**config.mk**
```make
export PLATFORM = sky130hd
export DESIGN_NAME = watchdog_control_register_protect
export DESIGN_NICKNAME = d
export VERILOG_FILES = /design/src/hw/rtl/wdcrp_pkg.sv /design/src/hw/rtl/watchdog_control_register_protect.sv
export VERILOG_INCLUDE_DIRS = /design/src /design/src/hw/rtl
export SDC_FILE = /design/constraint.sdc
export NUM_CORES = 1
export LEC_CHECK = 0
export BUFFER_PORTS_ARGS = -buffer_cell sky130_fd_sc_hd__buf_4
export CAP_MARGIN = 0
export CORE_UTILIZATION = 40
export DETAILED_ROUTE_END_ITERATION = 10
export PLACE_DENSITY = 0.58
export SLEW_MARGIN = 20
export SYNTH_ARGS = -nofsm -noshare
export SYNTH_HDL_FRONTEND = slang
export SYNTH_SLANG_ARGS = --single-unit
```
**constraint.sdc**
```tcl
create_clock -name clk -period 1.75 [get_ports clk]
set_input_delay 0.4375 -clock clk [delete_from_list [all_inputs] [get_ports clk]]
set_output_delay 0.4375 -clock clk [all_outputs]
set_load 0.02 [all_outputs]
```
**src/hw/rtl/watchdog_control_register_protect_macros.svh**
```systemverilog
// assertion macros for the watchdog control register protection block
`ifndef WATCHDOG_CONTROL_REGISTER_PROTECT_MACROS_SVH
`define WATCHDOG_CONTROL_REGISTER_PROTECT_MACROS_SVH

// same-cycle implication, disabled while reset is asserted
`define WDCRP_ASSERT_IMPL(label, clk, rst_n, ante, cons, msg) \
	label: assert property (@(posedge clk) disable iff (!rst_n) (ante) |-> (cons)) \
		else $error(msg);

// next-cycle implication, disabled while reset is asserted
`define WDCRP_ASSERT_NEXT(label, clk, rst_n, ante, cons, msg) \
	label: assert property (@(posedge clk) disable iff (!rst_n) (ante) |=> (cons)) \
		else $error(msg);

`endif

```
**src/hw/rtl/wdcrp_pkg.sv**
```systemverilog
// shared types and constants for the watchdog control register protection block
`timescale 1ns / 1ps

package wdcrp_pkg;

	localparam int unsigned AUTOCLEAR_TICKS_DEF = 4;

	// control register bit positions
	localparam int unsigned BIT_WDE  = 3;
	localparam int unsigned BIT_WDCE = 4;
	localparam int unsigned BIT_WDIE = 6;
	localparam int unsigned BIT_WDIF = 7;

	localparam logic [7:0] PRESCALE_MASK = 8'h27;
	localparam logic [7:0] CTRL_FUSE_RESET = 8'h08;
	localparam logic [7:0] CTRL_RESET = 8'h00;

	typedef enum logic [2:0] {
		MODE_WRITE     = 3'd0,
		MODE_TICK      = 3'd1,
		MODE_DEV_RESET = 3'd2,
		MODE_FLAG_CLR  = 3'd3,
		MODE_FLAG_SET  = 3'd4
	} mode_t;

	typedef enum logic [1:0] {
		REF_NONE      = 2'd0,
		REF_FUSE      = 2'd1,
		REF_FLAG_LOCK = 2'd2,
		REF_CE_CLEAR  = 2'd3
	} en_ref_t;

endpackage

```
**src/hw/rtl/watchdog_control_register_protect.sv**
```systemverilog
// protected watchdog control register with timed change-enable window
// results: the result of an accepted transaction is registered and valid in the following cycle
// throughput: one transaction per cycle while out_ready holds; the register update is a single pass of gates
// input ready follows the output register (free, or being taken in the same cycle)
// reset: control register, reset-flag lock, pending clears and fuse lock clear to zero
`timescale 1ns / 1ps

`include "watchdog_control_register_protect_macros.svh"

module watchdog_control_register_protect #(
	parameter int unsigned AUTOCLEAR_TICKS = wdcrp_pkg::AUTOCLEAR_TICKS_DEF
) (
	input  logic       clk,
	input  logic       arst_n,
	input  logic       cfg_write_en,
	input  logic       cfg_write_data,
	input  logic       in_valid,
	output logic       in_ready,
	input  logic [2:0] mode,
	input  logic [7:0] write_data,
	input  logic       reset_by_watchdog,
	output logic       out_valid,
	input  logic       out_ready,
	output logic [7:0] control_value,
	output logic       flag_clear_pulse,
	output logic       prescale_refused,
	output logic [1:0] enable_clear_refused,
	output logic       change_enable_refused,
	output logic       irq_enable_refused,
	output logic       auto_cleared
);

	localparam int unsigned PEND_TOP = AUTOCLEAR_TICKS - 1;

	logic                       fuse_q;
	logic [7:0]                 ctrl_q, ctrl_d;
	logic                       flag_lock_q, flag_lock_d;
	logic [AUTOCLEAR_TICKS-1:0] pend_q, pend_d;

	logic                pulse_d, pre_ref_d, ce_ref_d, ie_ref_d, auto_clr_d;
	wdcrp_pkg::en_ref_t  en_ref_d;

	logic                out_valid_q;
	logic [7:0]          res_ctrl_q;
	logic                res_pulse_q, res_pre_ref_q, res_ce_ref_q, res_ie_ref_q, res_auto_q;
	wdcrp_pkg::en_ref_t  res_en_ref_q;

	logic accept;

	assign in_ready = !out_valid_q || out_ready;
	assign accept   = in_valid && in_ready;

	always_comb begin
		ctrl_d      = ctrl_q;
		flag_lock_d = flag_lock_q;
		pend_d      = pend_q;
		pulse_d     = 1'b0;
		pre_ref_d   = 1'b0;
		en_ref_d    = wdcrp_pkg::REF_NONE;
		ce_ref_d    = 1'b0;
		ie_ref_d    = 1'b0;
		auto_clr_d  = 1'b0;
		unique case (mode)
			wdcrp_pkg::MODE_WRITE: begin
				// prescaler changes only inside the change-enable window
				if ((write_data & wdcrp_pkg::PRESCALE_MASK) !=
						(ctrl_q & wdcrp_pkg::PRESCALE_MASK)) begin
					if (!ctrl_q[wdcrp_pkg::BIT_WDCE]) begin
						pre_ref_d = 1'b1;
					end else begin
						ctrl_d = (ctrl_d & ~wdcrp_pkg::PRESCALE_MASK) |
							(write_data & wdcrp_pkg::PRESCALE_MASK);
					end
				end
				if (!write_data[wdcrp_pkg::BIT_WDE] && ctrl_d[wdcrp_pkg::BIT_WDE]) begin
					if (fuse_q) begin
						en_ref_d = wdcrp_pkg::REF_FUSE;
					end else if (flag_lock_q) begin
						en_ref_d = wdcrp_pkg::REF_FLAG_LOCK;
					end else if (!ctrl_q[wdcrp_pkg::BIT_WDCE]) begin
						en_ref_d = wdcrp_pkg::REF_CE_CLEAR;
					end else begin
						ctrl_d[wdcrp_pkg::BIT_WDE] = 1'b0;
					end
				end else if (!fuse_q) begin
					ctrl_d[wdcrp_pkg::BIT_WDE] = write_data[wdcrp_pkg::BIT_WDE];
				end
				// opening the window needs reset enable in the same write
				if (write_data[wdcrp_pkg::BIT_WDCE] && !ctrl_d[wdcrp_pkg::BIT_WDCE]) begin
					if (write_data[wdcrp_pkg::BIT_WDE]) begin
						ctrl_d[wdcrp_pkg::BIT_WDCE] = 1'b1;
						pend_d[PEND_TOP]            = 1'b1;
					end else begin
						ce_ref_d = 1'b1;
					end
				end else begin
					ctrl_d[wdcrp_pkg::BIT_WDCE] = write_data[wdcrp_pkg::BIT_WDCE];
				end
				if (write_data[wdcrp_pkg::BIT_WDIE] && fuse_q) begin
					ie_ref_d = 1'b1;
				end else if (!fuse_q) begin
					ctrl_d[wdcrp_pkg::BIT_WDIE] = write_data[wdcrp_pkg::BIT_WDIE];
				end
				// write one to clear the interrupt flag
				if (write_data[wdcrp_pkg::BIT_WDIF]) begin
					ctrl_d[wdcrp_pkg::BIT_WDIF] = 1'b0;
					pulse_d                     = 1'b1;
				end
			end
			wdcrp_pkg::MODE_TICK: begin
				if (pend_q[0]) begin
					auto_clr_d                  = ctrl_q[wdcrp_pkg::BIT_WDCE];
					ctrl_d[wdcrp_pkg::BIT_WDCE] = 1'b0;
				end
				pend_d = pend_q >> 1;
			end
			wdcrp_pkg::MODE_DEV_RESET: begin
				ctrl_d      = fuse_q ? wdcrp_pkg::CTRL_FUSE_RESET : wdcrp_pkg::CTRL_RESET;
				flag_lock_d = 1'b0;
				pend_d      = '0;
				if (reset_by_watchdog) begin
					flag_lock_d                = 1'b1;
					ctrl_d[wdcrp_pkg::BIT_WDE] = 1'b1;
				end
			end
			wdcrp_pkg::MODE_FLAG_CLR: begin
				flag_lock_d = 1'b0;
			end
			wdcrp_pkg::MODE_FLAG_SET: begin
				flag_lock_d                = 1'b1;
				ctrl_d[wdcrp_pkg::BIT_WDE] = 1'b1;
			end
			default: begin
			end
		endcase
	end

	always_ff @(posedge clk or negedge arst_n) begin
		if (!arst_n) begin
			fuse_q      <= 1'b0;
			ctrl_q      <= '0;
			flag_lock_q <= 1'b0;
			pend_q      <= '0;
			out_valid_q <= 1'b0;
		end else begin
			if (cfg_write_en) begin
				fuse_q <= cfg_write_data;
			end
			if (accept) begin
				ctrl_q      <= ctrl_d;
				flag_lock_q <= flag_lock_d;
				pend_q      <= pend_d;
				out_valid_q <= 1'b1;
			end else if (out_ready) begin
				out_valid_q <= 1'b0;
			end
		end
	end

	// result payload, no reset needed
	always_ff @(posedge clk) begin
		if (accept) begin
			res_ctrl_q    <= ctrl_d;
			res_pulse_q   <= pulse_d;
			res_pre_ref_q <= pre_ref_d;
			res_en_ref_q  <= en_ref_d;
			res_ce_ref_q  <= ce_ref_d;
			res_ie_ref_q  <= ie_ref_d;
			res_auto_q    <= auto_clr_d;
		end
	end

	assign out_valid             = out_valid_q;
	assign control_value         = res_ctrl_q;
	assign flag_clear_pulse      = res_pulse_q;
	assign prescale_refused      = res_pre_ref_q;
	assign enable_clear_refused  = res_en_ref_q;
	assign change_enable_refused = res_ce_ref_q;
	assign irq_enable_refused    = res_ie_ref_q;
	assign auto_cleared          = res_auto_q;

	`WDCRP_ASSERT_IMPL(a_ce_has_pending_clear, clk, arst_n, ctrl_q[wdcrp_pkg::BIT_WDCE], pend_q != '0, "change enable set with no clear scheduled")
	`WDCRP_ASSERT_IMPL(a_lock_keeps_wde, clk, arst_n, flag_lock_q, ctrl_q[wdcrp_pkg::BIT_WDE], "reset-flag lock held with reset enable clear")
	`WDCRP_ASSERT_NEXT(a_dev_reset_state, clk, arst_n, accept && mode == wdcrp_pkg::MODE_DEV_RESET, (flag_lock_q == $past(reset_by_watchdog)) && (pend_q == '0), "device reset left stale lock or pending clears")
	`WDCRP_ASSERT_NEXT(a_accept_gives_result, clk, arst_n, accept, out_valid_q && (res_ctrl_q == ctrl_q), "transaction did not load a matching result")

endmodule
```
==> results.py <==
metrics = {
    "run_status": {
        "run_status": "complete, no violations",
    },
    "finish": {
        "layout-drive-gt1-share": 0.309,
        "diodes": 0,
        "area_growth_pct": 27.7,
        "finalNetCount": 198,
    },
    "place": {
        "port_buffers": 34,
        "hpwl_um": 2400,
        "gp_congestion": 0.813,
    },
    "worst_setup_path": {
        "cp.required_ps": 1760,
        "r2r_start": "ctrl_q[2]$_DFFE_PN0P_",
        "crit_end": "control_value[0]$_DFFE_PP_",
        "cp_top_family": "compound AO/OA/AOI/OAI gates",
        "startpoint": "ctrl_q[2]$_DFFE_PN0P_",
        "crit_path_cell_trace": "xor2_1, o41ai_4, o21ai_0",
        "max_stage_delay_ps": 480,
        "path_max_fanout": 6,
        "worst-path-stages": 3,
        "timing.rr.end": "control_value[0]$_DFFE_PP_",
        "cpMaxStageDelayCell": "o41ai_4",
        "crit_buf_inv": 0,
        "rrSetupSlack_ps": 280,
        "worstRegToRegCells": 3,
        "cp-start-kind": "flop",
        "worst-setup-path-type": "flop to flop",
        "cp-end-kind": "flop",
        "arrival_ps": 1480,
    },
    "clock_tree": {
        "post_cts_buffers": 0,
        "clk_path_buf_depth": 2,
        "cts.sinks": 30,
        "h-tree-depth": 2,
        "clk_latency_ps": 270,
        "path_clk_slew_ps": 60,
        "tritoncts": "built",
        "cts-hold-fix-buffers": 0,
        "ctsResizeCount": 0,
        "clockRootBuffer": "clkbuf_8",
        "numCtsBuffers": 5,
    },
    "detailed_routing": {
        "drc_errors": 0,
        "drt-wirelength-per-cell_um": 14.4,
        "drt-initial-drc-count": 99,
        "num_vias": 1233,
        "drtPass1Iterations": 4,
        "via_per_inst": 5.38,
        "ant_nets": 0,
        "wl_um": 3300,
    },
    "power": {
        "seqPwrFrac": 0.490,
        "power_density_nw_per_um2": 942,
        "peakVddDrop_v": 0.000379,
        "comb_power_share": 0.215,
        "power.leakage_uw": 0.000835,
        "swShare": 0.286,
        "p_clk_frac": 0.294,
        "p_int_uw": 1340,
        "p_switching_uw": 537,
    },
    "min_path": {
        "holdCritPathClass": "primary input to asynchronous set/reset pin",
    },
    "timing": {
        "period_share": 0.838,
        "hold_viol_final": 0,
        "whs_ps": 14.9,
        "maxSlewHeadroom": 0.743,
        "layout_min_cycle_time_ps": 1470,
        "skew_ps": 3.76,
        "fmax_mhz": 682,
        "fin_setup_tns_ps": 0,
        "finalMaxSlewViolations": 0,
        "rsz0062_at_grt": "no",
        "setup_violations": 0,
        "worst_pin_slew_ps": 384,
    },
    "synthesis": {
        "netlist_area_um2": 1560,
        "synth_common_cells": "dfrtp_1 (15), edfxtp_1 (15), o21ai_0 (13)",
        "postSynth.asyncResetShare": 0.500,
        "yosysSeqAreaShare": 0.529,
        "yosys_warnings": 0,
        "syn_avg_cell_area_um2": 11.2,
        "yosys.area.top_type": "edfxtp_1",
        "synth_top_flop_cell": "edfxtp_1",
        "synth_top_area_frac": 0.289,
        "synth_fp_nets": 157,
        "synthDistinctLibCells": 46,
        "syn-instance-count": 139,
        "synth.area.top_cells": "edfxtp_1 (29%), dfrtp_1 (24%), o21ai_0 (4.2%)",
        "synth_edf_count": 15,
        "ys_ff_latch": 30,
    },
    "global_routing": {
        "first_global_vias": 1196,
        "antenna_found_initial": 0,
        "grt_usage": 0.174,
        "grt_overflow_total": 0,
        "grt_first_pass_wirelength_um": 5430,
        "grt_max_degree": 21,
    },
    "floorplan": {
        "start_util": 0.423,
        "die-area_um2": 4150,
        "num_rows": 22,
        "core_area_um2": 3690,
        "dieHeight_um": 64.5,
        "ios": 35,
        "die_x_um": 64.5,
    },
    "flow_run": {
        "max_cap_violations": 0,
    },
}
==> through the flow <==
| step | power [uW] | util | cells | cell area (um2) | worst slack, ps |
|---|---|---|---|---|---|
| 3_3_place_gp | 1320 | 0.516 | 221 | 1900 | 142 |
| 4_1_cts | 1890 | 0.540 | 229 | 1990 | 273 |
| 2_1_floorplan | 1180 | - | 139 | 1560 | 52.4 |
| 3_5_place_dp | 1340 | 0.516 | 221 | 1900 | 95.9 |
| 6_report | 1880 | 0.540 | 229 | 1990 | 284 |
| 5_1_grt | 1970 | 0.540 | 229 | 1990 | 197 |
==> cell usage in the layout (no fill, tap or decap), types with 2 or more instances in the layout <==
cell | netlist | routed
a21o_1 | 3 | 3
a21oi_1 | 2 | 2
a31oi_1 | 6 | 6
a41oi_1 | 2 | 2
and2_1 | 3 | 3
and3b_1 | 2 | 2
buf_4 | 0 | 40
clkbuf_8 | 0 | 6
clkinv_1 | 0 | 2
dfrtp_1 | 15 | 15
edfxtp_1 | 15 | 15
inv_1 | 4 | 4
nand2_1 | 9 | 9
nand2b_1 | 3 | 3
nand3_1 | 3 | 3
nor2_1 | 4 | 4
nor2b_1 | 10 | 10
nor3_1 | 3 | 3
o21a_1 | 2 | 2
o21ai_0 | 13 | 13
o21ai_1 | 2 | 2
o2bb2ai_1 | 5 | 5
xor2_1 | 3 | 3
==> area by class of cell <==
class                           count  area (um2)
Fill cell                         354        1700
Sequential cell                    30         826
Multi-Input combinational cell     97         678
Timing Repair Buffer               41         320
Clock buffer                        6        82.6
Tap cell                           48        60.1
Inverter                            5        18.8
Clock inverter                      2        7.51
==> flip-flops by register name (all words and copies together), names as in the netlist <==
| name | flops |
|---|---|
| ctrl_q | 8 |
| prescale_refused | 1 |
| change_enable_refused | 1 |
| out_valid | 1 |
| auto_cleared | 1 |
| fuse_q | 1 |
| pend_q | 4 |
| control_value | 8 |
| flag_lock_q | 1 |
| enable_clear_refused | 2 |
| irq_enable_refused | 1 |
| flag_clear_pulse | 1 |
==> how the worst min path moves through the flow <==
| stage | from | to | slack, ps | cells after the start |
|---|---|---|---|---|
| 3_3_place_gp | arst_n | ctrl_q[0]$_DFFE_PN0P_ | 310 | 1 |
| 4_1_cts | arst_n | out_valid$_DFFE_PN0P_ | 10 | 1 |
| 6_report | arst_n | out_valid$_DFFE_PN0P_ | 10 | 1 |
| 5_1_grt | arst_n | ctrl_q[5]$_DFFE_PN0P_ | 20 | 1 |
| 2_1_floorplan | arst_n | ctrl_q[0]$_DFFE_PN0P_ | 140 | 0 |
| 3_5_place_dp | arst_n | out_valid$_DFFE_PN0P_ | 310 | 1 |
==> logic make-up (layout without fill, tap and decap cells) <==
family / count (synthesis) / in the layout / synth area share
buf+inv: 12 / 54 / 0.0361
mux: 1 / 1 / 0.00722
simple gates: 45 / 45 / 0.178
flops: 30 / 30 / 0.529
compound gates: 47 / 47 / 0.222
xor+xnor: 4 / 4 / 0.0273
==> power by group through the flow <==
stage	clock (uW)	combinational (uW)	sequential, uW
after floorplan	0	233	944
after global placement	0	395	926
after detailed placement	0	405	935
after CTS	567	407	920
after global routing	598	444	932
final	553	404	921
==> routing by layer <==
metal,wire length (um),GRT usage,vias up
li1,-,-,603
met1,1540,0.225,592
met2,1570,0.271,32
met3,135,0.0440,6
met4,55,0.0861,0
met5,0,0,-
No activity file was read; power rests on OpenSTA's default activity.
